--- src/design/largest_gap_midpoint_allocator_assert.svh ---
// Assertion macros for the largest-gap midpoint allocator.
`ifndef LARGEST_GAP_MIDPOINT_ALLOCATOR_ASSERT_SVH
`define LARGEST_GAP_MIDPOINT_ALLOCATOR_ASSERT_SVH

`ifndef SYNTH

// Same-cycle implication, sampled on the rising clock edge.
`define LGMA_ASSERT_SAME(label, clk, rst_n, ante, cons) \
	label: assert property (@(posedge clk) disable iff (!rst_n) (ante) |-> (cons)) \
		else $error("%m: same-cycle check failed");

// Next-cycle implication, sampled on the rising clock edge.
`define LGMA_ASSERT_NEXT(label, clk, rst_n, ante, cons) \
	label: assert property (@(posedge clk) disable iff (!rst_n) (ante) |=> (cons)) \
		else $error("%m: next-cycle check failed");

`else

`define LGMA_ASSERT_SAME(label, clk, rst_n, ante, cons)
`define LGMA_ASSERT_NEXT(label, clk, rst_n, ante, cons)

`endif

`endif

--- src/design/lgma_pkg.sv ---
// Shared constants and controller/datapath types for the midpoint allocator.
package lgma_pkg;

	// Fixed field widths.
	localparam int SLOT_W = 6;
	localparam int GAP_W  = 7;
	localparam int CFG_W  = 7;

	// Default slot count and reset value of the slots-in-use register.
	localparam int          MAX_SLOTS_DEF = 64;
	localparam logic [CFG_W-1:0] SLOTS_RESET = 7'd64;

	// Commands from the controller to the datapath.
	typedef struct packed {
		logic load;    // take a new request, reset the scan
		logic scan;    // read (and clear if needed) one slot, advance
		logic finish;  // mark the midpoint and load the result register
	} lgma_cmd_t;

	// Status from the datapath to the controller.
	typedef struct packed {
		logic scan_last;  // the current scan address is the last slot
		logic out_free;   // result register can take a new result
	} lgma_sts_t;

endpackage

--- src/design/lgma_ram.sv ---
// Generic single-write, single-read RAM with registered read data.
module lgma_ram #(
	parameter int WIDTH = 1,
	parameter int DEPTH = 64
) (
	input  logic                     clk,
	input  logic                     we,
	input  logic [$clog2(DEPTH)-1:0] waddr,
	input  logic [WIDTH-1:0]         wdata,
	input  logic                     re,
	input  logic [$clog2(DEPTH)-1:0] raddr,
	output logic [WIDTH-1:0]         rdata
);

	logic [WIDTH-1:0] mem_q [DEPTH];

	// Write port and registered read port.
	always_ff @(posedge clk) begin
		if (we) begin
			mem_q[waddr] <= wdata;
		end
		if (re) begin
			rdata <= mem_q[raddr];
		end
	end

endmodule

--- src/design/lgma_ctrl.sv ---
// Controller state machine that sequences the slot scan for each request.
module lgma_ctrl (
	input  logic                  clk,
	input  logic                  arst_n,
	input  logic                  in_valid,
	output logic                  in_stall,
	input  lgma_pkg::lgma_sts_t   sts,
	output lgma_pkg::lgma_cmd_t   cmd
);

	import lgma_pkg::*;

	typedef enum logic [1:0] {
		ST_IDLE,
		ST_SCAN,
		ST_DRAIN,
		ST_FINISH
	} state_t;

	state_t state_q;

	// The input side is open only while no request is in progress.
	assign in_stall = (state_q != ST_IDLE);

	// Command decode from the current state.
	always_comb begin
		cmd = '0;
		case (state_q)
			ST_IDLE:   cmd.load   = in_valid;
			ST_SCAN:   cmd.scan   = 1'b1;
			ST_DRAIN:  cmd        = '0;
			ST_FINISH: cmd.finish = sts.out_free;
			default:   cmd        = '0;
		endcase
	end

	// State register.
	always_ff @(posedge clk or negedge arst_n) begin
		if (!arst_n) begin
			state_q <= ST_IDLE;
		end else begin
			case (state_q)
				ST_IDLE: begin
					if (in_valid) begin
						state_q <= ST_SCAN;
					end
				end
				ST_SCAN: begin
					if (sts.scan_last) begin
						state_q <= ST_DRAIN;
					end
				end
				ST_DRAIN: begin
					state_q <= ST_FINISH;
				end
				ST_FINISH: begin
					if (sts.out_free) begin
						state_q <= ST_IDLE;
					end
				end
				default: begin
					state_q <= ST_IDLE;
				end
			endcase
		end
	end

endmodule

--- src/design/lgma_dp.sv ---
// Datapath: occupancy memory, run tracking, midpoint and result register.
module lgma_dp #(
	parameter int MAX_SLOTS = lgma_pkg::MAX_SLOTS_DEF
) (
	input  logic                        clk,
	input  logic                        arst_n,
	input  lgma_pkg::lgma_cmd_t         cmd,
	output lgma_pkg::lgma_sts_t         sts,
	input  logic                        start_new,
	input  logic                        cfg_we,
	input  logic [lgma_pkg::CFG_W-1:0]  cfg_data,
	output logic                        out_valid,
	input  logic                        out_stall,
	output logic [lgma_pkg::SLOT_W-1:0] slot_taken,
	output logic [lgma_pkg::GAP_W-1:0]  gap_length,
	output logic                        all_full
);

	import lgma_pkg::*;

	localparam int PW = (MAX_SLOTS > 1) ? $clog2(MAX_SLOTS) : 1;
	localparam int NW = $clog2(MAX_SLOTS + 1);
	localparam logic [PW-1:0] LAST_POS = PW'(MAX_SLOTS - 1);

	logic [CFG_W-1:0]  cfg_q;
	logic              clr_pend_q;
	logic              clr_q;
	logic [PW-1:0]     addr_q;
	logic              vld_s1;
	logic [PW-1:0]     pos_s1;
	logic [NW-1:0]     run_q;
	logic [NW-1:0]     best_q;
	logic [PW-1:0]     best_end_q;
	logic [NW-1:0]     n_lim;
	logic [NW-1:0]     run_next;
	logic              in_range;
	logic              occ;
	logic              found;
	logic [PW:0]       mid_sum;
	logic [PW-1:0]     mid;
	logic              ram_we;
	logic [PW-1:0]     ram_waddr;
	logic [0:0]        ram_rdata;
	logic              out_valid_q;

	// Slots-in-use register; the write channel is always ready.
	always_ff @(posedge clk or negedge arst_n) begin
		if (!arst_n) begin
			cfg_q <= SLOTS_RESET;
		end else if (cfg_we) begin
			cfg_q <= cfg_data;
		end
	end

	// Effective slot count, saturated to the map size.
	assign n_lim = (int'(cfg_q) > MAX_SLOTS) ? NW'(MAX_SLOTS) : NW'(cfg_q);

	// After reset the memory content is unknown, so the first request clears it.
	always_ff @(posedge clk or negedge arst_n) begin
		if (!arst_n) begin
			clr_pend_q <= 1'b1;
			clr_q      <= 1'b0;
		end else if (cmd.load) begin
			clr_pend_q <= 1'b0;
			clr_q      <= start_new | clr_pend_q;
		end
	end

	// Scan address counter, one slot per cycle over the whole map.
	always_ff @(posedge clk or negedge arst_n) begin
		if (!arst_n) begin
			addr_q <= '0;
		end else if (cmd.load) begin
			addr_q <= '0;
		end else if (cmd.scan) begin
			addr_q <= PW'(addr_q + 1'b1);
		end
	end

	assign sts.scan_last = (addr_q == LAST_POS);
	assign sts.out_free  = !out_valid_q || !out_stall;

	// Midpoint of the best run: (first + end) / 2 with first = end + 1 - best.
	assign found   = (best_q != '0);
	assign mid_sum = (PW + 1)'({best_end_q, 1'b1}) - (PW + 1)'(best_q);
	assign mid     = mid_sum[PW:1];

	// Memory writes: clearing during a batch-start scan, marking at the end.
	assign ram_we    = (cmd.scan && clr_q) || (cmd.finish && found);
	assign ram_waddr = cmd.finish ? mid : addr_q;

	lgma_ram #(
		.WIDTH (1),
		.DEPTH (MAX_SLOTS)
	) u_map (
		.clk   (clk),
		.we    (ram_we),
		.waddr (ram_waddr),
		.wdata (cmd.finish),
		.re    (cmd.scan),
		.raddr (addr_q),
		.rdata (ram_rdata)
	);

	// Read data stage: position and valid follow the registered read.
	always_ff @(posedge clk or negedge arst_n) begin
		if (!arst_n) begin
			vld_s1 <= 1'b0;
		end else begin
			vld_s1 <= cmd.scan;
		end
	end

	always_ff @(posedge clk) begin
		pos_s1 <= addr_q;
	end

	// Run tracking; on equal lengths the later run wins.
	assign in_range = (NW'(pos_s1) < n_lim);
	assign occ      = !clr_q && ram_rdata[0];
	assign run_next = NW'(run_q + 1'b1);

	always_ff @(posedge clk) begin
		if (cmd.load) begin
			run_q      <= '0;
			best_q     <= '0;
			best_end_q <= '0;
		end else if (vld_s1 && in_range) begin
			if (occ) begin
				run_q <= '0;
			end else begin
				run_q <= run_next;
				if (run_next >= best_q) begin
					best_q     <= run_next;
					best_end_q <= pos_s1;
				end
			end
		end
	end

	// Result register; a transfer frees it.
	always_ff @(posedge clk or negedge arst_n) begin
		if (!arst_n) begin
			out_valid_q <= 1'b0;
		end else if (cmd.finish) begin
			out_valid_q <= 1'b1;
		end else if (!out_stall) begin
			out_valid_q <= 1'b0;
		end
	end

	always_ff @(posedge clk) begin
		if (cmd.finish) begin
			slot_taken <= found ? SLOT_W'(mid) : '0;
			gap_length <= GAP_W'(best_q);
			all_full   <= !found;
		end
	end

	assign out_valid = out_valid_q;

endmodule

--- src/design/largest_gap_midpoint_allocator.sv ---
// Top level of the largest-gap midpoint slot allocator.
//
//   Channel   Handshake                 Payload
//   input     in_valid / in_stall       start_new
//   output    out_valid / out_stall     slot_taken, gap_length, all_full
//   config    cfg_valid / cfg_ready     slots_in_use
//
// After its transfer, a request scans the occupancy memory one slot per cycle
// over the whole map, then drains the read stage and marks the midpoint.
// Reset is asynchronous; the first request after reset clears the map
// while it scans, so no separate clearing pass runs.
// A stalled result waits in its register while the next request scans.
module largest_gap_midpoint_allocator #(
	parameter int MAX_SLOTS = lgma_pkg::MAX_SLOTS_DEF
) (
	input  logic                        clk,
	input  logic                        arst_n,
	input  logic                        in_valid,
	output logic                        in_stall,
	input  logic                        start_new,
	output logic                        out_valid,
	input  logic                        out_stall,
	output logic [lgma_pkg::SLOT_W-1:0] slot_taken,
	output logic [lgma_pkg::GAP_W-1:0]  gap_length,
	output logic                        all_full,
	input  logic                        cfg_valid,
	output logic                        cfg_ready,
	input  logic [lgma_pkg::CFG_W-1:0]  slots_in_use
);

	import lgma_pkg::*;

`include "largest_gap_midpoint_allocator_assert.svh"

	lgma_cmd_t cmd;
	lgma_sts_t sts;

	// The single register is always writable.
	assign cfg_ready = 1'b1;

	lgma_ctrl u_ctrl (
		.clk      (clk),
		.arst_n   (arst_n),
		.in_valid (in_valid),
		.in_stall (in_stall),
		.sts      (sts),
		.cmd      (cmd)
	);

	lgma_dp #(
		.MAX_SLOTS (MAX_SLOTS)
	) u_dp (
		.clk        (clk),
		.arst_n     (arst_n),
		.cmd        (cmd),
		.sts        (sts),
		.start_new  (start_new),
		.cfg_we     (cfg_valid && cfg_ready),
		.cfg_data   (slots_in_use),
		.out_valid  (out_valid),
		.out_stall  (out_stall),
		.slot_taken (slot_taken),
		.gap_length (gap_length),
		.all_full   (all_full)
	);

	// An accepted request keeps the input closed in the next cycle.
	`LGMA_ASSERT_NEXT(a_busy_after_accept, clk, arst_n, in_valid && !in_stall, in_stall)

	// A full answer carries no slot and no run length.
	`LGMA_ASSERT_SAME(a_full_payload, clk, arst_n, out_valid && all_full, slot_taken == '0 && gap_length == '0)

	// A placement always comes from a nonempty run.
	`LGMA_ASSERT_SAME(a_gap_nonzero, clk, arst_n, out_valid && !all_full, gap_length != '0)

	// A finish command only issues when the result register is free.
	`LGMA_ASSERT_SAME(a_finish_free, clk, arst_n, cmd.finish, !out_valid || !out_stall)

endmodule

--- config.mk ---
export PLATFORM = sky130hd
export DESIGN_NAME = largest_gap_midpoint_allocator
export DESIGN_NICKNAME = d
export VERILOG_FILES = /design/src/design/lgma_pkg.sv /design/src/design/lgma_ram.sv /design/src/design/lgma_ctrl.sv /design/src/design/lgma_dp.sv /design/src/design/largest_gap_midpoint_allocator.sv
export VERILOG_INCLUDE_DIRS = /design/src /design/src/design
export SDC_FILE = /design/constraint.sdc
export NUM_CORES = 1
export LEC_CHECK = 0
export BUFFER_PORTS_ARGS = -buffer_cell sky130_fd_sc_hd__buf_2
export CORE_MARGIN = 4
export CORE_UTILIZATION = 66
export DETAILED_ROUTE_END_ITERATION = 10
export GPL_TIMING_DRIVEN = 0
export PLACE_DENSITY = 0.84
export SLEW_MARGIN = 5
export SYNTH_ARGS = -nofsm -noshare
export SYNTH_HDL_FRONTEND = slang
export SYNTH_SLANG_ARGS = --single-unit
--- constraint.sdc ---
create_clock -name clk -period 4.4 [get_ports clk]
set_clock_uncertainty 0.1 [all_clocks]
set_input_delay 0.22 -clock clk [delete_from_list [all_inputs] [get_ports clk]]
set_output_delay 0.22 -clock clk [all_outputs]
set_load 0.005 [all_outputs]
==> summary.txt, run 1 <==
Outcome
  – Status: finished clean

Clock network
  – CTS clk-pin slew, worst paths: around 0.060 ns
  – Worst skew pair latency: between 0.5 and 0.6 ns
  – CTS H-Tree Depth: 4
  – Hold_buf cts: 10
  – Sink Count: 124
  – Postcts setup bufs: 0
  – Deepest clock path buffer count: 2
  – CTS tree: built
  – CTS-repair resized insts: 0
  – Root buf cell: clkbuf_8
  – TritonCTS buffer count: 17

Worst setup path
  – Worst setup SP type: register
  – Top cell by count, worst path: ha_1
  – Crit-path slowest cell: dfxtp_1
  – CP Capture Type: register
  – CP Data Arrival Time: 3.43 ns
  – Worst EP required: 4.69 ns
  – CP Class: register to register
  – CP cell instances: ha_1 > nand3_1 > nor2_1 > xnor2_1 > inv_1 > ha_1 > and3_1 > a221oi_1 > o21ai_1 > clkbuf_1 > nand4_1 > o31ai_1
  – CP max stage delay: around 0.46 ns
  – Critical-path maximum fanout: 10

Yosys
  – Seq/Total Area, Yosys: 0.5571
  – Mean Syn Cell Area: about 12 sq um
  – Synth async-reset ratio: 0.1532
  – Distinct cells, synth: around 60
  – EDFF count, synth: 79
  – Yosys top cell area share: 0.3921
  – Top_reg_cell synth: edfxtp_1
  – Mapped Area: about 6000 sq um
  – Area contributors post-synth: edfxtp_1, dfxtp_1, dfrtp_1, mux4_2, nor2_1
  – Post-Syn Nets: between 500 and 600
  – FF+latch count, synth: around 120
  – Cells after Synth: between 400 and 500
  – Largest area contributor in the netlist: edfxtp_1
  – Yosys warning count: 0

Layout
  – Fill cell count: 518
  – N_diodes: 0
  – Post-route cell area: between 7000 and 8000 sq um
  – Multi-input logic area: 2507 sq um
  – Layout Nets: 591
  – Layout cell share with drive strength beyond 1: 0.2244
  – Area delta synth->final: 15.86%
  – Storage cell area: about 3400 sq um

Place
  – Pre-CTS WS: 0.9026 ns
  – Placed Instance Area: between 6000 and 7000 sq um
  – Buffers on Ports: 27
  – DP HPWL: between 8 and 9 mm
  – Gp weighted congestion: 0.8671

Floorplan
  – Io pins: 30
  – Die ar.: roughly 11000 sq um
  – Core Region: just under 9000 sq um
  – Die height: 103.8 microns
  – Initial Util: 0.6871
  – Std-Cell Rows: 34
  – Width of the chip: a little over 100 microns

Route
  – Via density: 6.159
  – DRT iter0 DRCs: roughly 300
  – Drt first pass iters: 5
  – Final ANT Viol Nets: 0
  – Final WL: approximately 14 mm
  – DR vias: between 4000 and 5000
  – DRC viols: 0
  – Wire per inst: approximately 20 microns

STA
  – Final setup margin: around 1.3 ns
  – Hold Slack: between 0.07 and 0.08 ns
  – Top achievable clock speed: between 300 and 400 MHz
  – Period Utilization, post-route: 0.7130
  – RSZ-0062 raised after global routing: false
  – Fin crit period: 3.137 ns
  – Worst-Margin Slew: a little under 0.9 ns
  – Final Hold Fails: 0
  – Final setup violation count: 0
  – Sum Neg Setup Slack: 0 ns
  – Max-slew violation count: 0
  – Max_slew headroom: 0.4168

Global routing
  – Total GRT Usage: 0.2626
  – Vias in the first global route: roughly 4300
  – Largest net degree at the start of global routing: a little under 90
  – Global-route wire length before repair: between 20 and 25 mm
  – Global route overflow: 0
  – Initial antenna violation count: 0

Power
  – Power density cells: 759.8 nW/um^2
  – Pleak: roughly 0.0026 uW
  – VDD IR-drop max: 0.3800 mV

Hold path
  – Hold Crit Class: primary input to async pin

Flow run
  – Max-cap violations: 0
## area by class of cell
type,count,area share
flip-flops and latches,124,0.4808
multi-input cells,333,0.3577
clock buffers,17,0.05908
repair buffers,37,0.03355
clock inverters,15,0.02463
well taps,108,0.01928
plain buffers,20,0.01428
inverters,20,0.01071
## synth_stat cells, types with 8 or more instances
cell type / instances
mux2_2: 9
nand2b_1: 10
nand2_1: 16
nand3_1: 11
nor2_1: 96
nand3_2: 8
clkbuf_1: 10
ha_1: 24
a21o_1: 8
mux4_2: 17
a21oi_1: 15
dfxtp_1: 26
inv_1: 17
nand2_2: 9
o21ai_0: 8
edfxtp_1: 79
dfrtp_1: 17
xor2_1: 9
## kinds of logic after synthesis
family,Yosys count,synth area share
AND/OR/NAND/NOR,184,0.1505
flip-flops,124,0.5571
AO/OA/AOI/OAI,78,0.1015
buffers and inverters,40,0.02854
multiplexers,32,0.08995
adder cells (fa/ha/maj),25,0.05294
XOR/XNOR,13,0.01882
other,1,0.0006198
## where the power goes
| group | internal (uW) | switching (uW) |
|---|---|---|
| Combinational | 820 | 1420 |
| Sequential | 1570 | 137 |
| Clock | 860 | 513 |
| Total | 3250 | 2070 |
## stage by stage
stage	util	cells	power, uW
floorplan	-	497	3314
global placement	0.7178	632	3770
detailed placement	0.7178	632	3882
CTS	0.7958	674	5320
global route	0.7961	674	5599
finish	0.7961	674	5327
## cells in the final DEF (no fill, tap or decap), types with 8 or more instances in the layout
master          n
dfxtp_1        26
nand3_1        11
nand2_1        16
a21oi_1        15
a21o_1          8
edfxtp_1       79
ha_1           24
dfrtp_1        17
clkbuf_16      16
o21ai_0         8
buf_2          32
xor2_1          9
nand3_2         8
mux2_2          9
mux4_2         17
clkbuf_1       10
inv_1          17
nor2_1         96
nand2_2         9
nand2b_1       10
dlygate4sd3_1  10
## layer usage
layer	GRT usage	wire length, microns	up-vias
met5	0	0	-
met4	0.1387	519	0
met3	0.06965	544	54
met2	0.4724	7309	141
met1	0.2826	5153	2021
li1	-	-	1935
## critical path, delay by kind of cell (launching register included)
kind,cells,cell delay (ns)
adder cells (fa/ha/maj),2,0.59
AND/OR/NAND/NOR,4,0.71
XOR/XNOR,1,0.21
AO/OA/AOI/OAI,3,0.60
buffers and inverters,2,0.34
flip-flops,1,0.46
## flip-flops by register name, summed over array words and instances (netlist names), 2 cells and up
signal,count
u_dp.best_end_q,6
u_dp.gap_length,7
u_dp.addr_q,6
u_dp.best_q,7
u_ctrl.state_q,2
u_dp.run_q,7
u_dp.slot_taken,6
u_dp.cfg_q,7
u_dp.pos_s1,6
u_dp.u_map.mem_q,64
## worst paths after layout
kind | from | to | slack [ns] | depth (start not counted)
worst min register to register | u_dp.addr_q[4]$_DFFE_PN0P_ | u_dp.pos_s1[4]$_DFF_P_ | 0.27 | 0
worst min-delay path | arst_n | u_dp.cfg_q[4]$_DFFE_PN0P_ | 0.08 | 2
max in group asynchronous | arst_n | u_dp.clr_pend_q$_DFFE_PN1P_ | 3.78 | 2
worst max-delay path | u_dp.run_q[0]$_SDFFE_PP0P_ | u_dp.best_q[1]$_SDFFE_PP0P_ | 1.26 | 12
min in group clk | in_valid | u_ctrl.state_q[0]$_DFFE_PN0P_ | 0.08 | 3
worst max register to register | u_dp.run_q[0]$_SDFFE_PP0P_ | u_dp.best_q[1]$_SDFFE_PP0P_ | 1.26 | 12
(Power assumes the default switching activity.)
==> run 2: changes to the inputs <==
--- a/config.mk
+++ b/config.mk
@@ -6,12 +6,13 @@
 export SDC_FILE = /design/constraint.sdc
 export NUM_CORES = 1
 export LEC_CHECK = 0
+export ABC_AREA = 1
 export BUFFER_PORTS_ARGS = -buffer_cell sky130_fd_sc_hd__buf_2
 export CORE_MARGIN = 4
-export CORE_UTILIZATION = 66
+export CORE_UTILIZATION = 56
 export DETAILED_ROUTE_END_ITERATION = 10
 export GPL_TIMING_DRIVEN = 0
-export PLACE_DENSITY = 0.84
+export PLACE_DENSITY = 0.76
 export SLEW_MARGIN = 5
 export SYNTH_ARGS = -nofsm -noshare
 export SYNTH_HDL_FRONTEND = slang
==> constraint.sdc (replaced) <==
create_clock -name clk -period 2.6 [get_ports clk]
set_clock_uncertainty 0.1 [all_clocks]
set_input_delay 0.13 -clock clk [delete_from_list [all_inputs] [get_ports clk]]
set_output_delay 0.13 -clock clk [all_outputs]
set_load 0.005 [all_outputs]
==> summary.txt, run 2 <==
Global routing
  – Largest net degree at the start of global routing: 88
  – Vias in the first global route: ~5100
  – Initial antenna violation count: 0
  – Total GRT Usage: 0.2509
  – Global-route wire length before repair: about 25 mm
  – Global route overflow: 0

Layout
  – N_diodes: 0
  – Layout Nets: between 800 and 900
  – Commonest non-fill, non-tap cells in the layout: nor2_1, nand2_1, edfxtp_1
  – Area delta synth->final: 22.65%
  – Max reg flops: 64
  – Post-route cell area: 7662 sq um
  – Most common cell after layout, fill and taps aside: nor2_1
  – Reg with most FFs: u_dp.u_map.mem_q
  – Layout cell share with drive strength beyond 1: 0.1926

Power
  – Pleak: 0.003129 uW
  – VDD IR-drop max: 0.7934 mV
  – Sequential share of power: 0.286
  – Power density cells: 1355 nW/um^2
  – NetSw: roughly 4400 uW
  – Comb pwr share: 0.484
  – Cell Int Power: 5966 uW
  – Clock share of power: 0.230
  – Switch share: 0.4254

Worst setup path
  – Worst EP required: between 2 and 3 ns
  – Critical-path maximum fanout: 10
  – Crit-path slowest cell: dfrtp_1
  – CP Class: register to register
  – Worst setup SP type: register
  – CP Buf/Inv Count: 1
  – CP cell instances: nor4_2 > nand3_1 > nand2_2 > nand2_1 > ha_4 > a21oi_1 > nand2_1 > nand2_2 > nand3_4 > buf_4 > o21ai_0 > a21oi_1
  – CP Capture Type: register
  – CP Data Arrival Time: roughly 2.8 ns
  – CP max stage delay: about 0.41 ns
  – Worst path top cell family by delay: simple AND/OR/NAND/NOR gates

Route
  – Final ANT Viol Nets: 0
  – DRC viols: 0
  – Via density: around 5.5
  – Drt first pass iters: 7
  – DR vias: 5063
  – Wire per inst: roughly 17 microns
  – Final WL: around 16 mm
  – DRT iter0 DRCs: between 400 and 500

Yosys
  – Mapped Area: approximately 6200 sq um
  – Main combinational cell family by area after synthesis: simple AND/OR/NAND/NOR gates
  – Yosys warning count: 0
  – Area contributors post-synth: edfxtp_1, nor2_1, dfxtp_1, nand2_1, dfrtp_1
  – EDFF count, synth: 79
  – Yosys top cell area share: 0.3797
  – Most common cell in the synthesized netlist: nor2_1
  – Synth async-reset ratio: 0.1532
  – Seq/Total Area, Yosys: 0.5396
  – Xor and xnor area share after synthesis: 0.008412
  – Post-synth top cells: nor2_1, nand2_1, edfxtp_1
  – FF+latch count, synth: roughly 120
  – Largest area contributor in the netlist: edfxtp_1
  – Mean Syn Cell Area: ~9.2 sq um
  – Post-Syn Nets: 718
  – Distinct cells, synth: 42
  – Adder-Cell Fraction of Synth Area: 0.05127
  – Mux contribution to synthesized area: 0.007210
  – Top_reg_cell synth: edfxtp_1
  – Synth Area in Simple Gates: 0.2640
  – Cells after Synth: between 600 and 700
  – Compound-gate portion of the synthesized area: 0.07611

Floorplan
  – Die height: 113.6 microns
  – Core Region: between 10000 and 15000 sq um
  – Initial Util: 0.5738
  – Std-Cell Rows: 38
  – Die ar.: between 10000 and 15000 sq um
  – Io pins: 30
  – Width of the chip: 113.6 microns

Place
  – Pre-CTS WS: -0.3250 ns
  – Gp weighted congestion: 0.9582
  – DP HPWL: 10.05 mm
  – Buffers on Ports: 27
  – Placed Instance Area: 6558 sq um

Clock network
  – CTS tree: built
  – Deepest clock path buffer count: 2
  – Worst skew pair latency: ~0.53 ns
  – TritonCTS buffer count: 17
  – Sink Count: around 120
  – CTS clk-pin slew, worst paths: 0.06 ns
  – CTS H-Tree Depth: 4
  – Root buf cell: clkbuf_8

STA
  – Hold Slack: around 0.023 ns
  – Final setup violation count: 0
  – Fin crit period: 2.471 ns
  – Final setup margin: 0.1287 ns
  – Final Hold Fails: 0
  – Worst-Margin Slew: between 0.8 and 0.9 ns
  – Top achievable clock speed: between 400 and 500 MHz
  – Max-slew violation count: 0
  – Period Utilization, post-route: 0.9505
  – Max_slew headroom: 0.4560

Hold path
  – Hold Crit Class: primary input to async pin

Flow run
  – Max-cap violations: 0

Outcome
  – Status: finished clean
[run 2: final timing paths]
check                                           startpoint                          end  slack [ns]  cells past startpoint
worst max-delay path             u_dp.cfg_q[5]$_DFFE_PN0P_  u_dp.best_q[5]$_SDFFE_PP0P_        0.13                     12
worst min-delay path                                arst_n    u_dp.cfg_q[6]$_DFFE_PN1P_        0.02                      2
worst max register to register   u_dp.cfg_q[5]$_DFFE_PN0P_  u_dp.best_q[5]$_SDFFE_PP0P_        0.13                     12
worst min register to register  u_dp.addr_q[2]$_DFFE_PN0P_       u_dp.pos_s1[2]$_DFF_P_        0.27                      0
max in group asynchronous                           arst_n   u_dp.addr_q[1]$_DFFE_PN0P_        1.15                      3
min in group clk                u_dp.addr_q[2]$_DFFE_PN0P_       u_dp.pos_s1[2]$_DFF_P_        0.27                      0
[run 2: cell families (layout without fill, tap and decap cells)]
kind of cell | count (synthesis) | count (layout)
muxes | 4 | 4
buffers and inverters | 80 | 179
adders and majority gates | 25 | 25
AOI/OAI and AO/OA | 81 | 81
DFF | 124 | 124
and+or+nand+nor | 359 | 359
xor gates and xnor gates | 6 | 6
other | 1 | 1
[run 2: routing by layer]
layer  share of wire  routed length, microns  track usage  vias to the layer above
met4           0.034                     529       0.1146                        0
met3           0.049                     767      0.05358                       46
met5               0                       0            0                        -
li1                -                       -            -                     2434
met2            0.53                    8325       0.4386                      157
met1            0.39                    6157       0.2957                     2426
[run 2: power groups by stage]
stage | registers [uW] | clock network [uW] | logic [uW]
after global routing | 3010 | 2520 | 5550
after global placement | 2980 | 0 | 4220
after CTS | 2950 | 2410 | 4800
final | 2970 | 2390 | 5020
after detailed placement | 2990 | 0 | 4410
after floorplan | 2940 | 0 | 3260
[run 2: metrics by stage]
stage | total power [uW] | util | cells | TNS (ns)
2_1_floorplan | 6194 | - | 680 | 0
3_3_place_gp | 7201 | 0.6023 | 847 | -9.275
3_5_place_dp | 7400 | 0.6023 | 847 | -15.93
4_1_cts | 10170 | 0.6887 | 912 | 0
5_1_grt | 11080 | 0.7037 | 919 | -0.5410
6_report | 10380 | 0.7037 | 919 | 0
[run 2: layout make-up]
class                           count  area [sq um]
Fill cell                         802          3226
Multi-Input combinational cell    476          2666
Clock buffer                       27         534.3
Clock inverter                      5         75.07
Inverter                           63         257.7
Buffer                             17         91.34
Timing Repair Buffer               67         488.0
Tap cell                          140         175.2
Sequential cell                   124          3374
[run 2: repair_timing]
action | 4_1_cts | 5_1_grt
pin swaps | 6 | 14
endpoints found under the hold margin | 33 | 0
gates cloned | 0 | 1
setup endpoints to repair | 78 | 76
gates resized for setup | 8 | 26
hold buffers | 22 | 0
setup buffers | 11 | 6
==> run 3: changes to the inputs <==
--- a/config.mk
+++ b/config.mk
@@ -9,10 +9,10 @@
 export ABC_AREA = 1
 export BUFFER_PORTS_ARGS = -buffer_cell sky130_fd_sc_hd__buf_2
 export CORE_MARGIN = 4
-export CORE_UTILIZATION = 56
+export CORE_UTILIZATION = 61
 export DETAILED_ROUTE_END_ITERATION = 10
 export GPL_TIMING_DRIVEN = 0
-export PLACE_DENSITY = 0.76
+export PLACE_DENSITY = 0.78
 export SLEW_MARGIN = 5
 export SYNTH_ARGS = -nofsm -noshare
 export SYNTH_HDL_FRONTEND = slang
==> constraint.sdc (replaced) <==
create_clock -name clk -period 2.5 [get_ports clk]
set_clock_uncertainty 0.1 [all_clocks]
set_input_delay 0.125 -clock clk [delete_from_list [all_inputs] [get_ports clk]]
set_output_delay 0.125 -clock clk [all_outputs]
set_load 0.005 [all_outputs]
==> summary.txt, run 3 (synthesized netlist as in run 2, its figures left out) <==
Route
  – Wire per inst: roughly 18 microns
  – Via density: roughly 5.7
  – Drt first pass iters: 6
  – Final WL: ~16 mm
  – DR vias: between 5000 and 6000
  – DRC viols: 0
  – Final ANT Viol Nets: 0
  – DRT iter0 DRCs: ~430

Place
  – Pre-CTS WS: -0.4182 ns
  – Buffers on Ports: 27
  – Gp weighted congestion: between 0.9 and 1
  – Placed Instance Area: ~6500 sq um
  – DP HPWL: about 10 mm

Floorplan
  – Die height: approximately 110 microns
  – Std-Cell Rows: 36
  – Core Region: slightly below 10000 sq um
  – Die ar.: 11920 sq um
  – Initial Util: 0.6333
  – Width of the chip: 109.2 microns
  – Io pins: 30

Clock network
  – Sink Count: 124
  – CTS clk-pin slew, worst paths: approximately 0.060 ns
  – CTS H-Tree Depth: 4
  – Root buf cell: clkbuf_8
  – Deepest clock path buffer count: 2
  – CTS tree: built
  – Worst skew pair latency: approximately 0.53 ns
  – TritonCTS buffer count: 17

Worst setup path
  – R2R depth: 14
  – Crit-path slowest cell: dfrtp_1
  – CP max stage delay: 0.40 ns
  – Top cell by count, worst path: nand2_1
  – CP Capture Type: register
  – CP Class: register to register
  – CP Data Arrival Time: around 2.7 ns
  – Worst Setup SP: u_dp.cfg_q[5]$_DFFE_PN0P_
  – Critical-path maximum fanout: 6
  – Worst R2R Setup Slack: between 0.08 and 0.09 ns
  – Critical Path End: u_dp.best_end_q[1]$_SDFFE_PP0P_
  – Worst EP required: 2.82 ns
  – Worst r2r dst: u_dp.best_end_q[1]$_SDFFE_PP0P_
  – CP cell instances: nor4_2 > nand3_1 > nand2_2 > nand2_1 > ha_1 > nand2_1 > nand2_1 > a21oi_2 > nand3_4 > nor2_4 > buf_6 > nand2_1 > nand2_1 > nor2_1
  – Worst setup SP type: register
  – Worst R2R Start: u_dp.cfg_q[5]$_DFFE_PN0P_

STA
  – Max_slew headroom: 0.4370
  – Fin crit period: about 2.4 ns
  – Period Utilization, post-route: 0.9647
  – Hold Slack: 0.2821 ns
  – Final setup violation count: 0
  – Final setup margin: a little under 0.09 ns
  – Worst-Margin Slew: about 0.84 ns
  – RSZ-0062 raised after global routing: true
  – Final Hold Fails: 0
  – Top achievable clock speed: about 410 MHz
  – Max-slew violation count: 0

Layout
  – Most common cell after layout, fill and taps aside: nor2_1
  – Layout cell share with drive strength beyond 1: 0.2177
  – Commonest non-fill, non-tap cells in the layout: nor2_1, nand2_1, edfxtp_1
  – Reg with most FFs: u_dp.u_map.mem_q
  – Max reg flops: 64
  – Area delta synth->final: 24.05%
  – Layout Nets: about 810
  – Post-route cell area: between 7000 and 8000 sq um
  – N_diodes: 0

Power
  – Power density cells: ~1400 nW/um^2
  – NetSw: 4821 uW
  – Clock share of power: 0.216
  – Comb pwr share: 0.502
  – Switch share: 0.4371
  – Cell Int Power: 6210 uW
  – VDD IR-drop max: 0.9318 mV
  – Pleak: 0.003123 uW
  – Sequential share of power: 0.281

Global routing
  – Vias in the first global route: about 5300
  – Total GRT Usage: 0.2866
  – Global-route wire length before repair: 25.65 mm
  – Largest net degree at the start of global routing: 88
  – Initial antenna violation count: 0
  – Global route overflow: 0

Outcome
  – Status: finished clean

Flow run
  – Max-cap violations: 0

Hold path
  – Hold Crit Class: register to register
==> run 3: cell count changes in the layout (fill, tap and decap cells not counted), sizes merged <==
cell         delta
clkinvlp        +3
clkinv          +4
clkbuf          -8
inv             +1
bufinv          +1
dlygate4sd3     +1
==> run 3: stage by stage <==
step                power, uW  utilization  TNS [ns]  instances
global route            11670       0.7856   -0.8427        914
floorplan                6442            -         0        680
finish                  11030       0.7856         0        914
global placement         7454       0.6639    -14.42        840
CTS                     10500       0.7618         0        910
detailed placement       7652       0.6639    -24.25        840
==> run 3: critical path: cells and delay by family (launching register included) <==
kind	cells	cell delay, ns
flops	1	0.40
buf+inv	1	0.14
compound gates	1	0.17
fa+ha+maj	1	0.30
simple gates	11	1.19
==> run 3: worst min path at each step <==
stage          slack, ns                             to                       start  cells past startpoint
5_1_grt             0.28         u_dp.pos_s1[2]$_DFF_P_  u_dp.addr_q[2]$_DFFE_PN0P_                      0
2_1_floorplan      -0.27  u_ctrl.state_q[0]$_DFFE_PN0P_                      arst_n                      0
3_5_place_dp       -0.02      u_dp.cfg_q[0]$_DFFE_PN0P_                      arst_n                      1
3_3_place_gp       -0.02      u_dp.cfg_q[2]$_DFFE_PN0P_                      arst_n                      1
4_1_cts             0.28         u_dp.pos_s1[2]$_DFF_P_  u_dp.addr_q[2]$_DFFE_PN0P_                      0
6_report            0.28         u_dp.pos_s1[2]$_DFF_P_  u_dp.addr_q[2]$_DFFE_PN0P_                      0
==> run 3: cell type report <==
type / instances / area, sq um
plain buffers: 17 / 95.09
repair inverters: 1 / 11.26
repair buffers: 68 / 528.0
clock inverters: 13 / 148.9
well taps: 133 / 166.4
multi-input cells: 476 / 2735
inverters: 63 / 267.8
clock buffers: 19 / 421.7
fillers: 590 / 2115
flip-flops and latches: 124 / 3376
==> run 3: power by group through the flow <==
stage               Clock (uW)  Combinational (uW)  Sequential, uW
finish                    2390                5540            3100
global route              2510                6020            3140
CTS                       2400                5040            3070
detailed placement           0                4540            3110
global placement             0                4360            3090
floorplan                    0                3390            3050
==> run 3: timing repair <==
action	in CTS	in global routing
pin swaps	8	16
resized for setup	14	50
hold buffers	23	0
setup buffers	14	3
gates cloned	1	1
setup endpoints to repair	78	84
endpoints found under the hold margin	32	0
==> run 3: layer usage <==
metal  vias to the layer above  global-route usage  part of all wire
li1                       2446                   -                 -
met2                       223              0.5066              0.52
met5                         -                   0                 0
met1                      2491              0.3116              0.38
met3                        61             0.08703             0.068
met4                         0              0.1407             0.035
